==> config.mk <==
export PLATFORM = sky130hd
export DESIGN_NAME = fwi_loader
export DESIGN_NICKNAME = d
export VERILOG_FILES = /design/src/rtl/core/fwi_pkg.sv /design/src/rtl/core/fwi_loader.sv
export SDC_FILE = /design/constraint.sdc
export NUM_CORES = 1
export LEC_CHECK = 0
export BUFFER_PORTS_ARGS = -buffer_cell sky130_fd_sc_hd__clkbuf_2
export CAP_MARGIN = 15
export CORE_UTILIZATION = 55
export DETAILED_ROUTE_END_ITERATION = 6
export PLACE_DENSITY_LB_ADDON = 0.08
export SYNTH_ARGS = -nofsm -noshare
export SYNTH_HDL_FRONTEND = slang
export SYNTH_SLANG_ARGS = --single-unit
==> constraint.sdc <==
create_clock -name clk_i -period 3.52 [get_ports clk_i]
set_clock_uncertainty 0.1 [all_clocks]
set_input_delay 0.176 -clock clk_i [delete_from_list [all_inputs] [get_ports clk_i]]
set_output_delay 0.176 -clock clk_i [all_outputs]
set_load 0.1 [all_outputs]
==> src/rtl/core/fwi_pkg.sv <==
package fwi_pkg;

  // field and datapath widths
  localparam int COEF_W  = 16;
  localparam int WORK_W  = 24;
  localparam int SAMP_W  = 18;
  localparam int ACC_W   = 28;
  localparam int EXP_W   = 26;
  localparam int KONST_W = 14;
  localparam int PROD_W  = EXP_W + KONST_W + 1;
  localparam int FRAC_W  = 12;
  localparam int RND_W   = PROD_W - FRAC_W;
  localparam int MSUM_W  = 32;

  // Q.12 multiplier constants
  localparam logic [KONST_W-1:0] K_C4   = 14'd5793;
  localparam logic [KONST_W-1:0] K_C6   = 14'd3135;
  localparam logic [KONST_W-1:0] K_C4C6 = 14'd4433;
  localparam logic [KONST_W-1:0] K_Q1   = 14'd4434;
  localparam logic [KONST_W-1:0] K_R1   = 14'd10703;
  localparam logic [KONST_W-1:0] K_Q2   = 14'd6270;
  localparam logic [KONST_W-1:0] K_R2   = 14'd15136;

  localparam logic signed [PROD_W-1:0] ROUND_HALF  = PROD_W'(2048);
  localparam logic signed [MSUM_W-1:0] LEVEL_SHIFT = MSUM_W'(2048);
  localparam logic signed [MSUM_W-1:0] WORK_MAX = MSUM_W'((2 ** (WORK_W - 1)) - 1);
  localparam logic signed [MSUM_W-1:0] WORK_MIN = -MSUM_W'(2 ** (WORK_W - 1));
  localparam logic signed [MSUM_W-1:0] SAMP_MAX = MSUM_W'((2 ** (SAMP_W - 1)) - 1);
  localparam logic signed [MSUM_W-1:0] SAMP_MIN = -MSUM_W'(2 ** (SAMP_W - 1));

  // sign codes of a matrix or microcode term
  localparam logic [1:0] SG_ZERO = 2'b00;
  localparam logic [1:0] SG_POS  = 2'b01;
  localparam logic [1:0] SG_NEG  = 2'b10;

  // add-stage matrix select
  localparam logic [1:0] MAT_B1 = 2'd0;
  localparam logic [1:0] MAT_A1 = 2'd1;
  localparam logic [1:0] MAT_A2 = 2'd2;
  localparam logic [1:0] MAT_A3 = 2'd3;

  typedef enum logic [5:0] {
    ST_IDLE = 6'b000001,
    ST_B1   = 6'b000010,
    ST_MUL  = 6'b000100,
    ST_A1   = 6'b001000,
    ST_A2   = 6'b010000,
    ST_A3   = 6'b100000
  } stage_e;

  // one matrix row: four slots of {sign, column}, slot 0 in the low bits
  typedef logic [19:0] row_nz_t;
  localparam logic [4:0] NZ_NONE = 5'd0;

  function automatic logic [4:0] pz(input logic [2:0] i);
    return {SG_POS, i};
  endfunction

  function automatic logic [4:0] ng(input logic [2:0] i);
    return {SG_NEG, i};
  endfunction

  localparam row_nz_t ADD_NZ [4][8] = '{
    '{ {NZ_NONE, NZ_NONE, NZ_NONE, pz(3'd0)},
       {NZ_NONE, NZ_NONE, NZ_NONE, pz(3'd4)},
       {NZ_NONE, NZ_NONE, ng(3'd6), pz(3'd2)},
       {NZ_NONE, NZ_NONE, pz(3'd6), pz(3'd2)},
       {NZ_NONE, NZ_NONE, pz(3'd5), ng(3'd3)},
       {pz(3'd7), ng(3'd5), ng(3'd3), pz(3'd1)},
       {NZ_NONE, NZ_NONE, ng(3'd7), pz(3'd1)},
       {pz(3'd7), pz(3'd5), pz(3'd3), pz(3'd1)} },
    '{ {NZ_NONE, ng(3'd7), pz(3'd6), ng(3'd5)},
       {NZ_NONE, NZ_NONE, ng(3'd1), pz(3'd0)},
       {NZ_NONE, NZ_NONE, ng(3'd3), pz(3'd2)},
       {NZ_NONE, NZ_NONE, pz(3'd1), pz(3'd0)},
       {NZ_NONE, NZ_NONE, ng(3'd7), pz(3'd6)},
       {NZ_NONE, NZ_NONE, NZ_NONE, pz(3'd4)},
       {NZ_NONE, NZ_NONE, NZ_NONE, pz(3'd3)},
       {NZ_NONE, NZ_NONE, NZ_NONE, pz(3'd7)} },
    '{ {NZ_NONE, NZ_NONE, NZ_NONE, pz(3'd7)},
       {NZ_NONE, NZ_NONE, NZ_NONE, pz(3'd0)},
       {NZ_NONE, NZ_NONE, NZ_NONE, pz(3'd4)},
       {NZ_NONE, NZ_NONE, pz(3'd2), pz(3'd1)},
       {NZ_NONE, NZ_NONE, pz(3'd6), pz(3'd3)},
       {NZ_NONE, NZ_NONE, ng(3'd2), pz(3'd1)},
       {NZ_NONE, NZ_NONE, ng(3'd6), pz(3'd3)},
       {NZ_NONE, NZ_NONE, pz(3'd5), ng(3'd0)} },
    '{ {NZ_NONE, NZ_NONE, pz(3'd4), pz(3'd0)},
       {NZ_NONE, NZ_NONE, pz(3'd3), pz(3'd2)},
       {NZ_NONE, NZ_NONE, pz(3'd5), ng(3'd1)},
       {NZ_NONE, NZ_NONE, ng(3'd7), pz(3'd6)},
       {NZ_NONE, NZ_NONE, pz(3'd7), pz(3'd6)},
       {NZ_NONE, NZ_NONE, pz(3'd5), pz(3'd1)},
       {NZ_NONE, NZ_NONE, pz(3'd3), ng(3'd2)},
       {NZ_NONE, NZ_NONE, pz(3'd4), ng(3'd0)} }
  };

  function automatic logic [4:0] add_slot(input logic [1:0] mat, input logic [2:0] row,
                                          input logic [1:0] slot);
    row_nz_t w;
    w = ADD_NZ[mat][row];
    case (slot)
      2'd0:    return w[4:0];
      2'd1:    return w[9:5];
      2'd2:    return w[14:10];
      default: return w[19:15];
    endcase
  endfunction

  // multiply-stage microcode: o = +-rnd(e1*k1) +-rnd(e2*k2) + e3 (doubled if dbl)
  typedef struct packed {
    logic [3:0][5:0]     addr;
    logic [3:0][1:0]     e1;
    logic [KONST_W-1:0]  k1;
    logic                neg1;
    logic [3:0][1:0]     e2;
    logic [KONST_W-1:0]  k2;
    logic                neg2;
    logic [3:0][1:0]     e3;
    logic                dbl;
  } mc_t;

  function automatic mc_t mul_code(input logic [5:0] idx);
    mc_t m;
    logic [2:0] r;
    logic [2:0] c;
    logic rot;
    logic xout;
    logic [5:0] x;
    logic [5:0] y;
    logic [KONST_W-1:0] kk;
    logic [KONST_W-1:0] kq;
    logic [KONST_W-1:0] kr;
    m = '0;
    r = idx[5:3];
    c = idx[2:0];
    rot = 1'b0;
    xout = 1'b1;
    x = {r, 3'd4};
    y = {r, 3'd6};
    kk = K_C6;
    kq = K_Q1;
    kr = K_R1;
    m.addr[0] = idx;
    if (r == 3'd0 || r == 3'd1 || r == 3'd3 || r == 3'd7) begin
      case (c) inside
        3'd2, 3'd5: begin
          m.e1[0] = SG_POS;
          m.k1 = K_C4;
        end
        3'd4: rot = 1'b1;
        3'd6: begin
          rot = 1'b1;
          xout = 1'b0;
        end
        default: m.e3[0] = SG_POS;
      endcase
    end else if (r == 3'd2 || r == 3'd5) begin
      kk = K_C4C6;
      kq = K_Q2;
      kr = K_R2;
      case (c) inside
        3'd2, 3'd5: begin
          m.e3[0] = SG_POS;
          m.dbl = 1'b1;
        end
        3'd4: rot = 1'b1;
        3'd6: begin
          rot = 1'b1;
          xout = 1'b0;
        end
        default: begin
          m.e1[0] = SG_POS;
          m.k1 = K_C4;
        end
      endcase
    end else if (c == 3'd4 || c == 3'd6) begin
      // shared butterfly of the four middle entries
      m.addr = {6'd52, 6'd38, 6'd54, 6'd36};
      m.k1 = K_C4;
      m.dbl = 1'b1;
      if (idx == 6'd36 || idx == 6'd54) begin
        m.e1 = {SG_POS, SG_POS, SG_NEG, SG_POS};
        m.e3 = {SG_ZERO, SG_ZERO, SG_POS, SG_POS};
        m.neg1 = (idx == 6'd54);
      end else begin
        m.e1 = {SG_NEG, SG_NEG, SG_NEG, SG_POS};
        m.e3 = (idx == 6'd38) ? {SG_POS, SG_NEG, SG_ZERO, SG_ZERO}
                              : {SG_NEG, SG_POS, SG_ZERO, SG_ZERO};
      end
    end else begin
      // column rotation between rows four and six
      rot = 1'b1;
      x = {3'd4, c};
      y = {3'd6, c};
      xout = (r == 3'd4);
      if (c == 3'd2 || c == 3'd5) begin
        kk = K_C4C6;
        kq = K_Q2;
        kr = K_R2;
      end
    end
    if (rot) begin
      m.addr[0] = x;
      m.addr[1] = y;
      m.e2[0] = SG_POS;
      m.e2[1] = SG_POS;
      m.k2 = kk;
      m.neg2 = 1'b1;
      if (xout) begin
        m.e1[0] = SG_POS;
        m.k1 = kq;
        m.neg1 = 1'b1;
      end else begin
        m.e1[1] = SG_POS;
        m.k1 = kr;
      end
    end
    return m;
  endfunction

  function automatic logic signed [EXP_W-1:0] comb4(
      input logic [3:0][1:0] s,
      input logic signed [WORK_W-1:0] o0, input logic signed [WORK_W-1:0] o1,
      input logic signed [WORK_W-1:0] o2, input logic signed [WORK_W-1:0] o3);
    logic signed [EXP_W-1:0] acc;
    logic signed [EXP_W-1:0] v;
    logic signed [WORK_W-1:0] op [4];
    op[0] = o0;
    op[1] = o1;
    op[2] = o2;
    op[3] = o3;
    acc = '0;
    for (int i = 0; i < 4; i++) begin
      v = EXP_W'(op[i]);
      case (s[i])
        SG_POS:  acc = acc + v;
        SG_NEG:  acc = acc - v;
        default: ;
      endcase
    end
    return acc;
  endfunction

  function automatic logic signed [WORK_W-1:0] sat_work(input logic signed [MSUM_W-1:0] v);
    if (v > WORK_MAX) return WORK_W'(WORK_MAX);
    if (v < WORK_MIN) return WORK_W'(WORK_MIN);
    return WORK_W'(v);
  endfunction

  function automatic logic signed [SAMP_W-1:0] sat_samp(input logic signed [MSUM_W-1:0] v);
    if (v > SAMP_MAX) return SAMP_W'(SAMP_MAX);
    if (v < SAMP_MIN) return SAMP_W'(SAMP_MIN);
    return SAMP_W'(v);
  endfunction

endpackage

==> src/rtl/core/fwi_loader.sv <==
module fwi_loader (
  input  logic                              clk_i,
  input  logic                              rst_ni,
  input  logic                              wr_i,
  input  logic signed [fwi_pkg::COEF_W-1:0] coef_value_i,
  input  logic [5:0]                        rd_addr_i,
  output logic signed [fwi_pkg::COEF_W-1:0] rd_data_o,
  output logic                              go_o
);
  import fwi_pkg::*;

  logic [5:0]               cnt_q;
  logic signed [COEF_W-1:0] mem [64];
  logic signed [COEF_W-1:0] rd_q;

  // coefficient count in raster order
  always_ff @(posedge clk_i or negedge rst_ni) begin
    if (!rst_ni) begin
      cnt_q <= '0;
    end else if (wr_i) begin
      cnt_q <= cnt_q + 6'd1;
    end
  end

  // coefficient store
  always_ff @(posedge clk_i) begin
    if (wr_i) begin
      mem[cnt_q] <= coef_value_i;
    end
    rd_q <= mem[rd_addr_i];
  end

  assign rd_data_o = rd_q;
  assign go_o = wr_i && (cnt_q == 6'd63);

endmodule

-- After elaboration in Yosys (flattened, before gate mapping)
Memory sizes are Yosys's and may differ from the RTL's. A register that Yosys moved wholly into a read port is not among the register bits.
Index checks and enable logic that the tools add are counted.
- bits in registers: 6
- input port bits: 25
- RAM bits: 1024
- memories: 1
- output and inout bits: 17
- $add $sub $neg: 1
- equal/unequal tests: 1
- muxes and demuxes: 2
- reduce and logical (&&, ||, !) cells: 1
- memories (name ; words ; bits a word ; read ports ; clocked after Yosys merged registers in ; wr ports ; RTL line ; RTL):
    mem ; 64 ; 16 ; 1 ; 1 ; 1 ; fwi_loader.sv:13 ; logic signed [COEF_W-1:0] mem [64];
- operators with widths (cell ; count):
    adder 6 x 1 -> 6 bit, second input constant ; 1
    equality test 6 bit, second input constant ; 1
    two-way mux 1 bit ; 2
    logical AND 1 bit ; 1

-- Longest topological paths before layout
- depth in word-level cells: 2
- gate-level depth with buffers: 8

-- Worst setup path after synthesis
No wires, ideal clock.
- path kind: reg2reg
- start point: register cnt_q[4]
- end point: memory mem[48][0], enable pin
- stages on the path, launching flop included: 5
- slack: 0.936 ns
- data required time: 3.011 ns
- arrival: 2.074 ns
- cell sequence: dfrtp_1 clkbuf_1 nor2b_1 nand3_1 nor3_1
- RTL lines (what ; RTL line ; RTL):
    start, declared ; fwi_loader.sv:12 ; logic [5:0] cnt_q;
    start signal, assigned ; fwi_loader.sv:21 ; cnt_q <= cnt_q + 6'd1;
    end, declared ; fwi_loader.sv:13 ;
No word-level cell before the write port.

-- Worst setup path in the final report
- start point: register cnt_q[1]
- end point: output port go_o
- word-level cells in the longest chain between the ends: 2
- RTL lines (what ; RTL line ; RTL):
    equality test 6 bit ; fwi_loader.sv:34 ; assign go_o = wr_i && (cnt_q == 6'd63);
    logical AND 1 bit ; fwi_loader.sv:34 ;
    end, declared ; fwi_loader.sv:8 ; output logic go_o
Every way passes these cells.

==> run_results.csv <==
group,metric,value,unit
floorplanning,core,71700,um^2
clock_network,cts_tree,"done",
critical_path,r2r_slack,0.92,ns
min_path,hp-start,"coef_value_i[14]",
route,vias,19975,
synth,syn_area_per_cell,20.6,um^2
clock_network,path_clk_slew,0.06,ns
floorplanning,die_area,73900,um^2
clock_network,root_buffer,"clkbuf_16",
pwr,pwr-share-comb,0.080,
global_routing,grt_overflow_total,0,
route,drt_wl_total,98.1,mm
timing,slew_headroom,0.198,
flow_run,drv_cap,0,
pwr,power,27.2,mW
place,io_buffers,41,
critical_path,r2r_end,"mem[19][14]",
floorplanning,num_io_pins,42,
timing,rsz0062_at_grt,"false",
clock_network,cts.sinks,1046,
timing,setup_viol,0,
layout,finalNetCount,2146,
timing,tightest_slew,1.20,ns
clock_network,clockBufferDepth,3,
layout,fill_cells,5023,
clock_network,cts_resized,0,
critical_path,r2r_cells,4,
critical_path,path_max_fanout,14,
floorplanning,fp-row-count,98,
critical_path,path_cells,"ha_1 -> nand2_1 -> nor2_1 -> clkbuf_2",
clock_network,cts_setup_buffers,0,
global_routing,grt_max_degree,65,
synth,synth-edff-count,1024,
pwr,p_int,20.9,mW
min_path,hold_path_depth,1,
timing,min_period,2.78,ns
timing,finalMaxSlewViolations,0,
synth,synthesis.area,40100,um^2
clock_network,htreeDepth,3,
global_routing,track_usage,0.271,
synth,synth_warnings,0,
critical_path,worst_path_largest_cell_delay,0.65,ns
status,status,"finished clean",
critical_path,critPathSlowestCell,"dfrtp_1",
critical_path,crit_type,"register to primary output",
synth,synth_cells,1947,
route,vias_per_cell,6.34,
pwr,ir_drop,0.000565,V
pwr,p_per_area,600,nW/um^2
critical_path,r2r_start,"cnt_q[2]",
critical_path,required,3.24,ns
timing,fmax,359,MHz
synth,yosysSeqAreaShare,0.779,
timing,fin_crit_sh,0.791,
layout,synthToLayoutAreaGrowth,12.9,%
layout,final_common_cell,"edfxtp_1",
critical_path,start_kind,"register",
layout,drive_above_1_share,0.236,
route,drcViolationCount,0,
synth,synthFlopType,"edfxtp_1",
layout,mostFrequentLayoutCells,"1024 x edfxtp_1, 176 x mux2i_1, 152 x mux4_2, 122 x buf_4, 105 x clkbuf_16",
place,gp_congestion,0.838,
min_path,min_to,"mem[5][14]",
global_routing,grt_pass1_vias,19982,
synth,async_flop_share,0.00574,
floorplanning,die_w,272,um
synth,synth_fp_nets,1973,
floorplanning,die_h,272,um
critical_path,worst_setup_path_end_kind,"primary output",
synth,synthDistinctLibCells,44,
min_path,hp-class,"primary input to register",
pwr,p_seq_frac,0.530,
global_routing,antenna_found_initial,4,
route,wire_per_inst,31.1,um
synth,synth-seq-cells,1046,
floorplanning,start_util,0.559,
clock_network,clkLatencyLatePin,0.65,ns
clock_network,ctsHoldBuffers,4,
pwr,p_sw_frac,0.231,
critical_path,cp.arrival,2.51,ns
route,dr.pass1.iters,5,
pwr,pwr-share-clk,0.391,
timing,fin_tns_setup,0,ns
pwr,leakage,14.9,nW
pwr,p_sw,6.26,mW
place,hpwl,59.8,mm
route,drtAntennaViolNets,0,
timing,hold_viol,0,
route,first_iter_violations,2519,
global_routing,grt_first_pass_wirelength,142,mm
clock_network,cts_made_buffers,104,
layout,num_antenna_cells,0,
## critical path, delay by kind of cell (launching register included)
family        cells  cell delay, ns
flops             1            0.65
buf+inv           1            0.53
simple gates      2            0.37
fa+ha+maj         1            0.30
## power groups by stage
stage | clock network [mW] | logic [mW] | registers [mW]
after floorplan | 0 | 1.14 | 14.7
after global placement | 0 | 2.12 | 14.6
after detailed placement | 0 | 2.15 | 14.6
after CTS | 10.7 | 2.16 | 14.4
after global routing | 11.2 | 2.27 | 14.4
final | 10.6 | 2.16 | 14.4
## state kept, by name, indices dropped and copies added (netlist names)
name and flops:
rd_data_o 16, mem 1024, cnt_q 6
## metal layers
layer / vias up / track usage / share of wire
met3: 145 / 0.0437 / 0.073
met4: 2 / 0.0871 / 0.031
met5: - / 0 / 0.00014
met1: 10605 / 0.393 / 0.42
li1: 8434 / - / -
met2: 789 / 0.425 / 0.48
## worst max-delay path by stage
stage,startpoint,to,slack [ns],cells past startpoint
after floorplan,cnt_q[4],mem[48][0],0.94,4
after global placement,rd_addr_i[1],rd_data_o[6],0.56,8
after detailed placement,rd_addr_i[1],rd_data_o[6],0.58,8
after CTS,cnt_q[0],go_o,0.74,4
after global routing,cnt_q[1],go_o,0.64,4
final,cnt_q[1],go_o,0.74,4
## stage by stage
stage | instances | instance area, um^2 | setup WS (ns) | hold slack [ns] | util
after floorplan | 1947 | 40100 | 0.936 | -0.220 | -
after global placement | 2957 | 41900 | 0.560 | -0.0887 | 0.584
after detailed placement | 2957 | 41900 | 0.584 | -0.0849 | 0.584
after CTS | 3147 | 45200 | 0.744 | 0.0416 | 0.630
after global routing | 3150 | 45200 | 0.643 | 0.0538 | 0.631
final | 3150 | 45200 | 0.737 | 0.0260 | 0.631
## cells in the mapped netlist (14+ instances only)
| master | count | share of area |
|---|---|---|
| mux4_2 | 152 | 0.085 |
| clkbuf_1 | 28 | 0.0026 |
| buf_2 | 40 | 0.0050 |
| a221oi_1 | 32 | 0.0070 |
| and3_1 | 19 | 0.0030 |
| edfxtp_1 | 1024 | 0.77 |
| o22ai_1 | 14 | 0.0022 |
| nand2_1 | 40 | 0.0037 |
| nand3_1 | 32 | 0.0040 |
| mux2i_1 | 176 | 0.044 |
| dfxtp_1 | 16 | 0.0080 |
| nor2_1 | 74 | 0.0069 |
| mux2_2 | 37 | 0.010 |
| a31oi_1 | 26 | 0.0041 |
| nor2b_1 | 14 | 0.0022 |
| a22oi_1 | 93 | 0.017 |
| buf_4 | 28 | 0.0052 |
## final cells by class
type | count | area, um^2 | area share
Tap cell | 950 | 1190 | 0.0263
Timing Repair Buffer | 175 | 1340 | 0.0296
Clock inverter | 43 | 364 | 0.00805
Clock buffer | 143 | 2870 | 0.0634
Sequential cell | 1046 | 31200 | 0.690
Multi-Input combinational cell | 793 | 8270 | 0.183
## kinds of logic after synthesis
| group | after synthesis | share of synthesized area |
|---|---|---|
| AOI/OAI and AO/OA | 207 | 0.0387 |
| xor gates and xnor gates | 4 | 0.000874 |
| adders and majority gates | 1 | 0.000312 |
| buffers and inverters | 108 | 0.0151 |
| DFF | 1046 | 0.779 |
| muxes | 365 | 0.140 |
| and+or+nand+nor | 216 | 0.0261 |
(Power assumes the default switching activity.)
